==> config.mk <==
export PLATFORM = sky130hd
export DESIGN_NAME = midi_track_event_parser
export DESIGN_NICKNAME = d
export VERILOG_FILES = /design/src/rtl/mtep_pkg.sv /design/src/rtl/mtep_front.sv /design/src/rtl/mtep_queue.sv /design/src/rtl/midi_track_event_parser.sv
export SDC_FILE = /design/constraint.sdc
export NUM_CORES = 1
export LEC_CHECK = 0
export ABC_AREA = 0
export BUFFER_PORTS_ARGS = -buffer_cell sky130_fd_sc_hd__buf_2
export CORE_MARGIN = 5
export CORE_UTILIZATION = 30
export CTS_CLUSTER_DIAMETER = 60
export CTS_CLUSTER_SIZE = 40
export DETAILED_ROUTE_END_ITERATION = 12
export GPL_TIMING_DRIVEN = 0
export PLACE_DENSITY_LB_ADDON = 0.2
export SYNTH_ARGS = -nofsm -noshare
export SYNTH_HDL_FRONTEND = slang
export SYNTH_SLANG_ARGS = --single-unit
==> constraint.sdc <==
create_clock -name clk -period 26.6 [get_ports clk]
set_input_delay 2.66 -clock clk [delete_from_list [all_inputs] [get_ports clk]]
set_output_delay 2.66 -clock clk [all_outputs]
set_load 0.05 [all_outputs]
==> src/rtl/mtep_pkg.sv <==
`timescale 1ns / 1ps
`default_nettype none
package mtep_pkg;

  typedef struct packed {
    logic [7:0] data_byte;
    logic       track_start;
  } in_item_t;

  typedef struct packed {
    logic [3:0]  event_kind;
    logic [3:0]  channel;
    logic [6:0]  key_or_number;
    logic [7:0]  value;
    logic [13:0] bend;
    logic [23:0] meta_value;
    logic [31:0] delta_ticks;
  } out_item_t;

  localparam logic [3:0] KIND_OFF       = 4'd0;
  localparam logic [3:0] KIND_ON        = 4'd1;
  localparam logic [3:0] KIND_KEYPRESS  = 4'd2;
  localparam logic [3:0] KIND_CTRL      = 4'd3;
  localparam logic [3:0] KIND_PROG      = 4'd4;
  localparam logic [3:0] KIND_CHANPRESS = 4'd5;
  localparam logic [3:0] KIND_BEND      = 4'd6;
  localparam logic [3:0] KIND_SYSEX     = 4'd7;
  localparam logic [3:0] KIND_EOT       = 4'd8;
  localparam logic [3:0] KIND_TEMPO     = 4'd9;
  localparam logic [3:0] KIND_TIMESIG   = 4'd10;
  localparam logic [3:0] KIND_PORT      = 4'd11;
  localparam logic [3:0] KIND_META      = 4'd12;
  localparam logic [3:0] KIND_OTHER     = 4'd13;

  localparam logic [7:0] META_EOT     = 8'h2F;
  localparam logic [7:0] META_TEMPO   = 8'h51;
  localparam logic [7:0] META_TIMESIG = 8'h58;
  localparam logic [7:0] META_PORT    = 8'h21;

  localparam int QDEPTH = 2;

endpackage
`default_nettype wire

==> src/rtl/mtep_front.sv <==
`timescale 1ns / 1ps
`default_nettype none
// Front: per-byte parser. Emits one finished event per byte at most.
module mtep_front (
  input  wire logic                clk,
  input  wire logic                rst,
  input  wire logic                in_valid,
  input  wire mtep_pkg::in_item_t  in_item,
  output logic                     ev_valid,
  output mtep_pkg::out_item_t      ev_item
);

  typedef enum logic [3:0] {
    PH_DELTA, PH_STATUS, PH_DATA1, PH_DATA2, PH_SX_LEN, PH_SX_BODY,
    PH_META_TYPE, PH_META_LEN, PH_META_BODY
  } phase_t;

  phase_t      phase, phase_next, ph;
  logic [7:0]  running_status, running_status_next, rs;
  logic [7:0]  current_status, current_status_next;
  logic [31:0] delta_accum, delta_accum_next, da;
  logic [31:0] body_remaining, body_remaining_next, br;
  logic [7:0]  meta_type, meta_type_next;
  logic [7:0]  first_data, first_data_next;
  logic [23:0] meta_accum, meta_accum_next;
  logic [2:0]  meta_index, meta_index_next;

  logic [7:0]  b;
  logic        emit;
  mtep_pkg::out_item_t ev;
  logic [31:0] len_acc;
  logic [31:0] br_dec;

  function automatic mtep_pkg::out_item_t chan_ev(input logic [7:0] st,
      input logic [7:0] d1, input logic [7:0] d2, input logic [31:0] dt);
    mtep_pkg::out_item_t e;
    logic [3:0] ch;
    logic [6:0] k;
    logic [6:0] v;
    e = '0;
    ch = st[3:0];
    k = d1[6:0];
    v = d2[6:0];
    e.channel = ch;
    e.delta_ticks = dt;
    case (st[7:4])
      4'h8: begin
        e.event_kind = mtep_pkg::KIND_OFF; e.key_or_number = k; e.value = {1'b0, v};
      end
      4'h9: begin
        e.event_kind = (v != 7'd0) ? mtep_pkg::KIND_ON : mtep_pkg::KIND_OFF;
        e.key_or_number = k; e.value = {1'b0, v};
      end
      4'hA: begin
        e.event_kind = mtep_pkg::KIND_KEYPRESS; e.key_or_number = k; e.value = {1'b0, v};
      end
      4'hB: begin
        e.event_kind = mtep_pkg::KIND_CTRL; e.key_or_number = k; e.value = {1'b0, v};
      end
      4'hC: begin
        e.event_kind = mtep_pkg::KIND_PROG;
        e.value = {(ch == 4'd9), k};
      end
      4'hD: begin
        e.event_kind = mtep_pkg::KIND_CHANPRESS; e.value = d1;
      end
      default: begin
        e.event_kind = mtep_pkg::KIND_BEND; e.bend = {v, k};
      end
    endcase
    return e;
  endfunction

  function automatic mtep_pkg::out_item_t meta_ev(input logic [7:0] mt,
      input logic [23:0] acc, input logic [31:0] dt);
    mtep_pkg::out_item_t e;
    e = '0;
    e.key_or_number = mt[6:0];
    e.delta_ticks = dt;
    case (mt)
      mtep_pkg::META_EOT:     e.event_kind = mtep_pkg::KIND_EOT;
      mtep_pkg::META_TEMPO:   begin e.event_kind = mtep_pkg::KIND_TEMPO; e.meta_value = acc; end
      mtep_pkg::META_TIMESIG: begin e.event_kind = mtep_pkg::KIND_TIMESIG; e.meta_value = acc; end
      mtep_pkg::META_PORT:    begin e.event_kind = mtep_pkg::KIND_PORT; e.meta_value = acc; end
      default:                e.event_kind = mtep_pkg::KIND_META;
    endcase
    return e;
  endfunction

  always_comb begin
    b  = in_item.data_byte;
    ph = in_item.track_start ? PH_DELTA : phase;
    rs = in_item.track_start ? 8'd0 : running_status;
    da = in_item.track_start ? 32'd0 : delta_accum;
    br = in_item.track_start ? 32'd0 : body_remaining;

    phase_next          = ph;
    running_status_next = rs;
    current_status_next = in_item.track_start ? 8'd0 : current_status;
    delta_accum_next    = da;
    body_remaining_next = br;
    meta_type_next      = in_item.track_start ? 8'd0 : meta_type;
    first_data_next     = in_item.track_start ? 8'd0 : first_data;
    meta_accum_next     = in_item.track_start ? 24'd0 : meta_accum;
    meta_index_next     = in_item.track_start ? 3'd0 : meta_index;
    emit = 1'b0;
    ev   = '0;
    ev.delta_ticks = da;
    len_acc = {br[24:0], 7'd0} + {25'd0, b[6:0]};
    br_dec  = br - 32'd1;

    case (ph)
      PH_STATUS: begin
        current_status_next = b;
        if (!b[7]) begin
          if (rs != 8'd0) begin
            current_status_next = rs;
            first_data_next = b;
            if (rs[7:4] == 4'hC || rs[7:4] == 4'hD) begin
              emit = 1'b1;
              ev = chan_ev(rs, b, 8'd0, da);
            end else begin
              phase_next = PH_DATA2;
            end
          end else begin
            emit = 1'b1;
            ev.event_kind = mtep_pkg::KIND_OTHER;
          end
        end else if (b[7:4] != 4'hF) begin
          running_status_next = b;
          phase_next = PH_DATA1;
        end else if (b == 8'hF0 || b == 8'hF7) begin
          running_status_next = 8'd0;
          body_remaining_next = 32'd0;
          phase_next = PH_SX_LEN;
        end else if (b == 8'hFF) begin
          phase_next = PH_META_TYPE;
        end else begin
          emit = 1'b1;
          ev.event_kind = mtep_pkg::KIND_OTHER;
        end
      end
      PH_DATA1: begin
        first_data_next = b;
        if (current_status[7:4] == 4'hC || current_status[7:4] == 4'hD) begin
          emit = 1'b1;
          ev = chan_ev(current_status, b, 8'd0, da);
        end else begin
          phase_next = PH_DATA2;
        end
      end
      PH_DATA2: begin
        emit = 1'b1;
        ev = chan_ev(current_status, first_data, b, da);
      end
      PH_SX_LEN: begin
        body_remaining_next = len_acc;
        if (!b[7]) begin
          if (len_acc == 32'd0) begin
            emit = 1'b1;
            ev.event_kind = mtep_pkg::KIND_SYSEX;
          end else begin
            phase_next = PH_SX_BODY;
          end
        end
      end
      PH_SX_BODY: begin
        body_remaining_next = br_dec;
        if (br_dec == 32'd0) begin
          emit = 1'b1;
          ev.event_kind = mtep_pkg::KIND_SYSEX;
        end
      end
      PH_META_TYPE: begin
        meta_type_next = b;
        body_remaining_next = 32'd0;
        meta_accum_next = 24'd0;
        meta_index_next = 3'd0;
        phase_next = PH_META_LEN;
      end
      PH_META_LEN: begin
        body_remaining_next = len_acc;
        if (!b[7]) begin
          if (len_acc == 32'd0) begin
            emit = 1'b1;
            ev = meta_ev(meta_type, meta_accum, da);
          end else begin
            phase_next = PH_META_BODY;
          end
        end
      end
      PH_META_BODY: begin
        if (meta_type == mtep_pkg::META_TEMPO && meta_index < 3'd3)
          meta_accum_next = {meta_accum[15:0], b};
        else if (meta_type == mtep_pkg::META_TIMESIG && meta_index == 3'd2)
          meta_accum_next = {16'd0, b};
        else if (meta_type == mtep_pkg::META_PORT && meta_index == 3'd0)
          meta_accum_next = {16'd0, b};
        if (meta_index != 3'd7)
          meta_index_next = meta_index + 3'd1;
        body_remaining_next = br_dec;
        if (br_dec == 32'd0) begin
          emit = 1'b1;
          ev = meta_ev(meta_type, meta_accum_next, da);
        end
      end
      default: begin
        delta_accum_next = {da[24:0], 7'd0} + {25'd0, b[6:0]};
        phase_next = b[7] ? PH_DELTA : PH_STATUS;
      end
    endcase

    if (emit) begin
      phase_next = PH_DELTA;
      delta_accum_next = 32'd0;
    end
  end

  always_ff @(posedge clk) begin
    if (rst) begin
      phase          <= PH_DELTA;
      running_status <= '0;
      current_status <= '0;
      delta_accum    <= '0;
      body_remaining <= '0;
      meta_type      <= '0;
      first_data     <= '0;
      meta_accum     <= '0;
      meta_index     <= '0;
      ev_valid       <= 1'b0;
    end else begin
      ev_valid <= in_valid && emit;
      if (in_valid) begin
        phase          <= phase_next;
        running_status <= running_status_next;
        current_status <= current_status_next;
        delta_accum    <= delta_accum_next;
        body_remaining <= body_remaining_next;
        meta_type      <= meta_type_next;
        first_data     <= first_data_next;
        meta_accum     <= meta_accum_next;
        meta_index     <= meta_index_next;
      end
    end
  end

  always_ff @(posedge clk) begin
    if (in_valid && emit)
      ev_item <= ev;
  end

endmodule
`default_nettype wire

==> src/rtl/mtep_queue.sv <==
`timescale 1ns / 1ps
`default_nettype none
// Result queue between parser and consumer. Reports full early enough to
// absorb the one event still in the front's output register.
module mtep_queue (
  input  wire logic                clk,
  input  wire logic                rst,
  input  wire logic                wr_en,
  input  wire mtep_pkg::out_item_t wr_item,
  input  wire logic                rd_en,
  output logic                     empty,
  output logic                     almost_full,
  output mtep_pkg::out_item_t      rd_item
);

  localparam int DEPTH = mtep_pkg::QDEPTH + 2;
  localparam int AW = $clog2(DEPTH);

  mtep_pkg::out_item_t mem [DEPTH];
  logic [AW-1:0] wptr, rptr;
  logic [AW:0]   count;
  logic          do_rd;

  assign do_rd = rd_en && (count != '0);
  assign empty = (count == '0);
  // two slots kept back; one of them absorbs the event in flight
  assign almost_full = (count >= (AW+1)'(DEPTH - 2));
  assign rd_item = mem[rptr];

  always_ff @(posedge clk) begin
    if (rst) begin
      wptr  <= '0;
      rptr  <= '0;
      count <= '0;
    end else begin
      if (wr_en) wptr <= wptr + 1'b1;
      if (do_rd) rptr <= rptr + 1'b1;
      count <= count + (AW+1)'(wr_en) - (AW+1)'(do_rd);
    end
  end

  always_ff @(posedge clk) begin
    if (wr_en)
      mem[wptr] <= wr_item;
  end

endmodule
`default_nettype wire

==> src/rtl/midi_track_event_parser.sv <==
`timescale 1ns / 1ps
`default_nettype none
// MIDI track event parser.
// Input channel: one byte of a track chunk body per beat (push/full), with
// track_start marking the first byte of a track (resets running status and
// parse state before that byte is read as a delta-time byte).
// Result channel: decoded events (empty/pop), oldest first.
// Throughput: one byte per cycle while full is low; the parser updates its
// state once for each byte it takes. An event passes through the parser's
// output register and then the queue before it appears on the result ports.
// A four-entry queue sits behind the parser's output register. When the
// consumer stops popping, full rises once two entries are taken, leaving
// room for the event still in flight; bytes are then held off until pops
// resume. Bytes that complete no event never need room but are held too.
// Reset (rst, synchronous): queue empty, parser expects a delta time,
// running status cleared.
module midi_track_event_parser (
  input  wire logic                clk,
  input  wire logic                rst,
  input  wire logic                push,
  output logic                     full,
  input  wire mtep_pkg::in_item_t  in_data,
  output logic                     empty,
  input  wire logic                pop,
  output mtep_pkg::out_item_t      out_data
);

  logic                ev_valid;
  mtep_pkg::out_item_t ev_item;
  logic                accept;

  assign accept = push && !full;

  mtep_front u_front (
    .clk      (clk),
    .rst      (rst),
    .in_valid (accept),
    .in_item  (in_data),
    .ev_valid (ev_valid),
    .ev_item  (ev_item)
  );

  mtep_queue u_queue (
    .clk         (clk),
    .rst         (rst),
    .wr_en       (ev_valid),
    .wr_item     (ev_item),
    .rd_en       (pop),
    .empty       (empty),
    .almost_full (full),
    .rd_item     (out_data)
  );

endmodule
`default_nettype wire

# Word level (Yosys, flattened, before mapping)
# Memories as Yosys holds them, arrays and structs flattened. A register that Yosys moved wholly into a read port is not among the register bits.
# Index checks and enable logic that the tools add are counted.
# W data, S select, Z words.
[word_totals] register_bits=228 latchBits=0 ram_bits=372 romBits=0 inputBits=13 out_inout_bits=95 word_cells=188 n_memories=1
[mem_list] memory="u_queue.mem" depth=4 width=93 read_ports=1 rd_ports_with_merged_regs=1 write_ports=1 line="mtep_queue.sv:19" rtl="mtep_pkg::out_item_t mem [DEPTH];"
[op_classes] addsub=8 n_mul=0 div_mod_pow=0 order_cmp=2 eq_ne=32 shift=0 n_mux=93 bitwise_logic=0 n_reduce_logical=32
[op_table] operator="$mux W93" count=5
[op_table] operator="$pmux W89 S5" count=1
[op_table] operator="$mux W32" count=7
[op_table] operator="$mux W89" count=2
[op_table] operator="$mux W24" count=6
[op_table] operator="$pmux W32 S4" count=1
[op_table] operator="$mux W8" count=13
[op_table] operator="$mux W4" count=18
[op_table] operator="$add A32 B7 Y32" count=2
[op_table] operator="$logic_not A32 Y1" count=2
[op_table] operator="$eq A4 B4 Y1 const B" count=15
[op_table] operator="$pmux W24 S2" count=1
[op_table] operator="$pmux W4 S6" count=2
[op_table] operator="$pmux W8 S2" count=3
[op_table] operator="$mux W7" count=5
[op_table] operator="$sub A32 B1 Y32 const B" count=1
[op_table] operator="$pmux W3 S5" count=2
[op_table] operator="$pmux W4 S7" count=1
[op_table] operator="$eq A8 B8 Y1 const B" count=3
[op_table] operator="$pmux W8 S3" count=1
[op_table] operator="$eq A4 B3 Y1 const B" count=4
[op_table] operator="$eq A8 B6 Y1 const B" count=2
[op_table] operator="$eq A8 B7 Y1 const B" count=2
[op_table] operator="$mux W3" count=5
[op_table] operator="31 further kinds" count=63

# Depth between registers and ports, before layout
[logic_depth] depth_word=8 depth_mapped=17

# Hierarchy
# Synthesis repeated with hierarchy kept, for this count alone.
[unflattened] hier_cells=1706 area_unflattened_um2=24836.3
[modules_own_cells] mod="mtep_queue" n_inst=1 cells_per_inst=533 area_each_um2=13893.3
[modules_own_cells] mod="mtep_front" n_inst=1 cells_per_inst=1172 area_each_um2=10929.2
[modules_own_cells] mod="midi_track_event_parser" n_inst=1 cells_per_inst=1 area_each_um2=13.8

# Worst setup path before layout
# OpenSTA, ideal clock, no wires.
[synth_path] path_type="input to register" startpoint="in in_data[0] (netlist name)" endpoint="reg, netlist name u_front.ev_item[0]" setup_time_ns=0.545 arrival_ns=9.801 required_ns=26.055 path_slack_ns=16.254 stages=15 cell_sequence="clkbuf_1 > clkinv_1 > clkbuf_1 > clkbuf_1 > nand2_1 > ha_1 > clkbuf_1 > inv_1 > or4_1 > o211ai_2 > o211ai_1 > or4_4 > nor4_4 > nor2b_1 > nor2_1"
[synth_via] elab_chain_len=8 elab_cells_between_ends=28 cone_classes="add/sub: 2; eq/ne: 9; mux: 10; reduce/logical: 7"
[synth_rtl] element="start: declaration" line="midi_track_event_parser.sv:22" rtl="input wire mtep_pkg::in_item_t in_data,"
[synth_rtl] element="branches (longest 6 deep; another with $add A32 B7 Y32)"
[synth_rtl] element="$pmux W1 S5 (*)" line="mtep_front.sv:112" rtl="case (ph)"
[synth_rtl] element="$logic_and A1 B1 Y1 (*)" line="mtep_front.sv:248" rtl="if (in_valid && emit)"
# Every way passes the cells marked *.
# A chain may end at the register's enable or synchronous reset.

# Worst setup path after layout
[layout_path] startpoint="in in_data[0] (netlist name)" endpoint="reg, netlist name u_front.ev_item[34]"
[layout_via] elab_chain_len=8 elab_cells_between_ends=28 cone_classes="add/sub: 2; eq/ne: 9; mux: 10; reduce/logical: 7"
[layout_rtl] element="branches (longest 6 deep; another with $add A32 B7 Y32)"
[layout_rtl] element="$pmux W1 S5 (*)" line="mtep_front.sv:112"
[layout_rtl] element="$logic_and A1 B1 Y1 (*)" line="mtep_front.sv:248"
# Marks and branches as above.

==> metrics.md <==
| Metric | Value |
|---|---|
| Total gr overflow | `0` |
| Cts bufs inserted | `46` |
| Synthesized Nets | `1696` |
| Min-Delay Endpoint | `u_front.delta_accum[29]` |
| Worst Hold Launch | `u_front.delta_accum[29]` |
| Status | `finished, final reports clean` |
| Post-synthesis mux area share | `0.09034` |
| Ys async rst share | `0` |
| Fin Setup TNS | `0 ns` |
| Post-CTS sizing | `0` |
| CP dominant cell by count | `clkbuf_1` |
| Worst EP required | `26.87 ns` |
| Worst-path fanout max | `27` |
| Post-CTS Hold Buffers | `0` |
| Worst-skew pair later-pin latency | `0.61 ns` |
| Synth top cells by count | `465 x edfxtp_1, 159 x nor2_1, 137 x dfxtp_1, 93 x mux4_2, 86 x clkbuf_1` |
| Leak | `roughly 9.0 nW` |
| CTS Sinks | `602` |
| Die area | `~88000 um2` |
| Share of cells above drive strength 1 | `0.1743` |
| Area delta synth->final | `15.00%` |
| Hold Crit Class | `register to register` |
| Core outline area | `81720 um2` |
| Fmax | `about 0.11 GHz` |
| CP arrival | `between 8 and 9 ns` |
| Synth cell types | `approximately 80` |
| R2R Setup Slk | `21.69 ns` |
| Max Root-Sink Buffers | `3` |
| Drt drc | `0` |
| Initial antenna violation count | `2` |
| Worst setup EP type | `register` |
| GRT Util Overall | `0.1530` |
| CP max stage delay | `~0.57 ns` |
| Via count | `15070` |
| Synthesized flop and latch total | `between 600 and 700` |
| Worst Reg-to-Reg Cells | `13` |
| RePlAce Congestion | `0.8873` |
| Slew headroom | `0.1244` |
| H-tree levels | `2` |
| Avg Vias per Cell | `between 5 and 6` |
| Hold path cells | `1` |
| Met3 routed WL | `~3300 um` |
| Wl on met1 | `between 20000 and 30000 um` |
| CTS tree | `yes` |
| Area of the mapped netlist | `24620 um2` |
| Synth area leaders | `edfxtp_1 57%, dfxtp_1 11%, mux4_2 8.5%` |
| Final ANT Viol Nets | `0` |
| FF-to-FF End | `u_front.ev_item[34]` |
| Register area share after synthesis | `0.6784` |
| Area share of the largest cell type after synthesis | `0.5670` |
| Period minus WS final | `8.722 ns` |
| XOR/XNOR Fraction of Synth Area | `0.003201` |
| Largest net degree at the start of global routing | `~40` |
| # fillers | `about 8000` |
| Post-Layout Cell Count | `around 2900` |
| Main combinational cell family by area after synthesis | `compound AO/OA/AOI/OAI gates` |
| Final worst-path cycle share | `0.3279` |
| Ports | `approximately 110` |
| Post-synth EDFFs | `roughly 470` |
| Vias in the first global route | `roughly 15000` |
| Post-synth top flop | `edfxtp_1` |
| Die Span Y | `roughly 300 um` |
| Iteration-0 DRC Markers | `between 1000 and 1500` |
| Final WL | `68090 um` |
| Yosys Warn Count | `0` |
| Nets@finish | `between 1500 and 2000` |
| Slew Viols, Final | `0` |
| Max-cap viol count | `0` |
| Uppermost layer routed | `met5` |
| PD cells | `around 90 nW/um2` |
| Reg clk slew, reported paths | `around 0.090 ns` |
| Critical Path, Cell by Cell | `buf_2 -> clkbuf_1 -> clkinv_1 -> clkbuf_1 -> clkbuf_1 -> nand2_1 -> ha_1 -> clkbuf_1 -> clkbuf_1 -> nand4_1 -> mux2i_1 -> nor4b_1 -> o2111ai_1 -> nor4_4 -> nor2b_1 -> nor2_4 -> buf_12 -> buf_12` |
| Max rail drop VDD | `0.00003841 V` |
| Reg-to-reg startpoint | `u_front.body_remaining[0]` |
| RSZ-0062 raised after global routing | `false` |
| Number of detailed-routing iterations run before antenna repair | `6` |
| Most numerous cell in the Yosys netlist | `edfxtp_1` |
| Leading area contributor after synthesis | `edfxtp_1` |
| Root Buffer | `clkbuf_16` |
| Synthesized instance count | `about 1700` |
| Ant diodes | `0` |
| Slew @ Worst Pin | `about 1.3 ns` |
| Die width | `296.5 um` |
| Placement Rows | `about 110` |
| Crit Path Category | `input pin to register` |
| Mean post-synth cell area | `approximately 15 um2` |
| Worst Skew | `about 0.036 ns` |
| Slowest cell on the critical path | `nor2_4` |
| CP startpoint kind | `input pin` |
| DPL Wire Length | `between 40000 and 50000 um` |
| Initial Util | `0.3013` |
| Buffers added on ports | `between 100 and 150` |
| DR WL/cell | `23.16 um` |
| Adder-Cell Fraction of Synth Area | `0.007418` |
| First-pass GRT wire length | `between 100000 and 150000 um` |
| Hold Vio Cnt, Final | `0` |
| Placed cells | `between 2000 and 3000` |
| Synth Area in Compound Gates | `0.1034` |
| Post-CTS Setup Bufs | `0` |
| Final setup violation count | `0` |
| Post-synthesis simple-gate area fraction | `0.09476` |
| Metal2 WL | `approximately 34000 um` |
-- stage by stage --
step | area, um2 | power, mW | util | hold slack, ns | worst slack [ns]
floorplan | 24620 | 1.593 | - | 0.4347 | 16.25
global placement | 26490 | 1.802 | 0.3242 | 0.4521 | 11.12
detailed placement | 26760 | 1.802 | 0.3275 | 0.4548 | 17.28
CTS | 28320 | 2.524 | 0.3465 | 0.4797 | 17.88
global route | 28320 | 2.604 | 0.3465 | 0.5002 | 17.59
finish | 28320 | 2.487 | 0.3465 | 0.4801 | 17.88
-- worst max-delay path by stage --
stage | startpoint | end
floorplan | in_data[0] | u_front.ev_item[0]
global route | in_data[0] | u_front.ev_item[34]
CTS | in_data[0] | u_front.ev_item[34]
global placement | in_data[0] | u_front.ev_item[38]
finish | in_data[0] | u_front.ev_item[34]
detailed placement | in_data[0] | u_front.ev_item[36]
-- flip-flops by register name, indices dropped and copies added, names as in the netlist, 4 cells and up, named ones only --
name	flops
u_front.phase	4
u_front.ev_item	93
u_front.meta_accum	24
u_front.running_status	8
u_front.delta_accum	32
u_front.body_remaining	32
u_front.current_status	8
u_front.first_data	8
u_queue.mem	372
u_front.meta_type	8
-- final cells by class --
type	instances	area [um2]	area share
repair buffers	116	783.3	0.02766
well taps	1070	1339	0.04728
clock buffers	57	1255	0.04432
multi-input cells	933	7383	0.2607
flip-flops and latches	602	16710	0.5899
inverters	20	75.07	0.002651
plain buffers	114	478.0	0.01688
clock inverters	28	299.0	0.01056
-- cells by family after synthesis --
| logic type | count (synthesis) |
|---|---|
| fa+ha+maj | 14 |
| mux | 106 |
| xor+xnor | 9 |
| compound gates | 357 |
| buf+inv | 134 |
| flops | 602 |
| simple gates | 447 |
-- per-layer routing --
| layer | vias up | global-route usage |
|---|---|---|
| li1 | 6886 | - |
| met1 | 7688 | 0.2016 |
| met2 | 394 | 0.2638 |
| met3 | 101 | 0.02516 |
| met4 | 2 | 0.04234 |
| met5 | - | 0 |
-- cells in the final DEF (no fill, tap or decap), drive strengths merged, types with 11 or more instances in the layout --
master	netlist	final
nand4	13	13
nand3	17	17
clkinv	1	12
nor2b	57	57
edfxtp	465	465
nor4	25	25
mux2i	13	13
dfxtp	137	137
ha	13	13
o211ai	14	14
a211oi	11	11
nor2	159	159
a21oi	58	58
and2	24	24
a22oi	76	76
buf	27	143
mux4	93	93
nor3	31	31
inv	19	36
clkbuf	87	144
nand2	59	59
o21ai	60	60
a22o	77	77
or4	14	14
-- power by group --
part           internal [mW]  switching [mW]  leakage [nW]  total [mW]
Clock                  0.356           0.358         0.764       0.714
Sequential              1.03          0.0263          5.14        1.06
Combinational          0.216           0.502          3.06       0.718
Total                   1.60           0.886          8.96        2.49
-- worst max-delay path, delay by kind of cell --
family,cells,cell delay [ns]
multiplexers,1,0.24
buffers and inverters,9,3.45
AND/OR/NAND/NOR,6,1.95
AO/OA/AOI/OAI,1,0.42
adder cells (fa/ha/maj),1,0.21
Note: power is estimated with default switching activity, not from simulation.
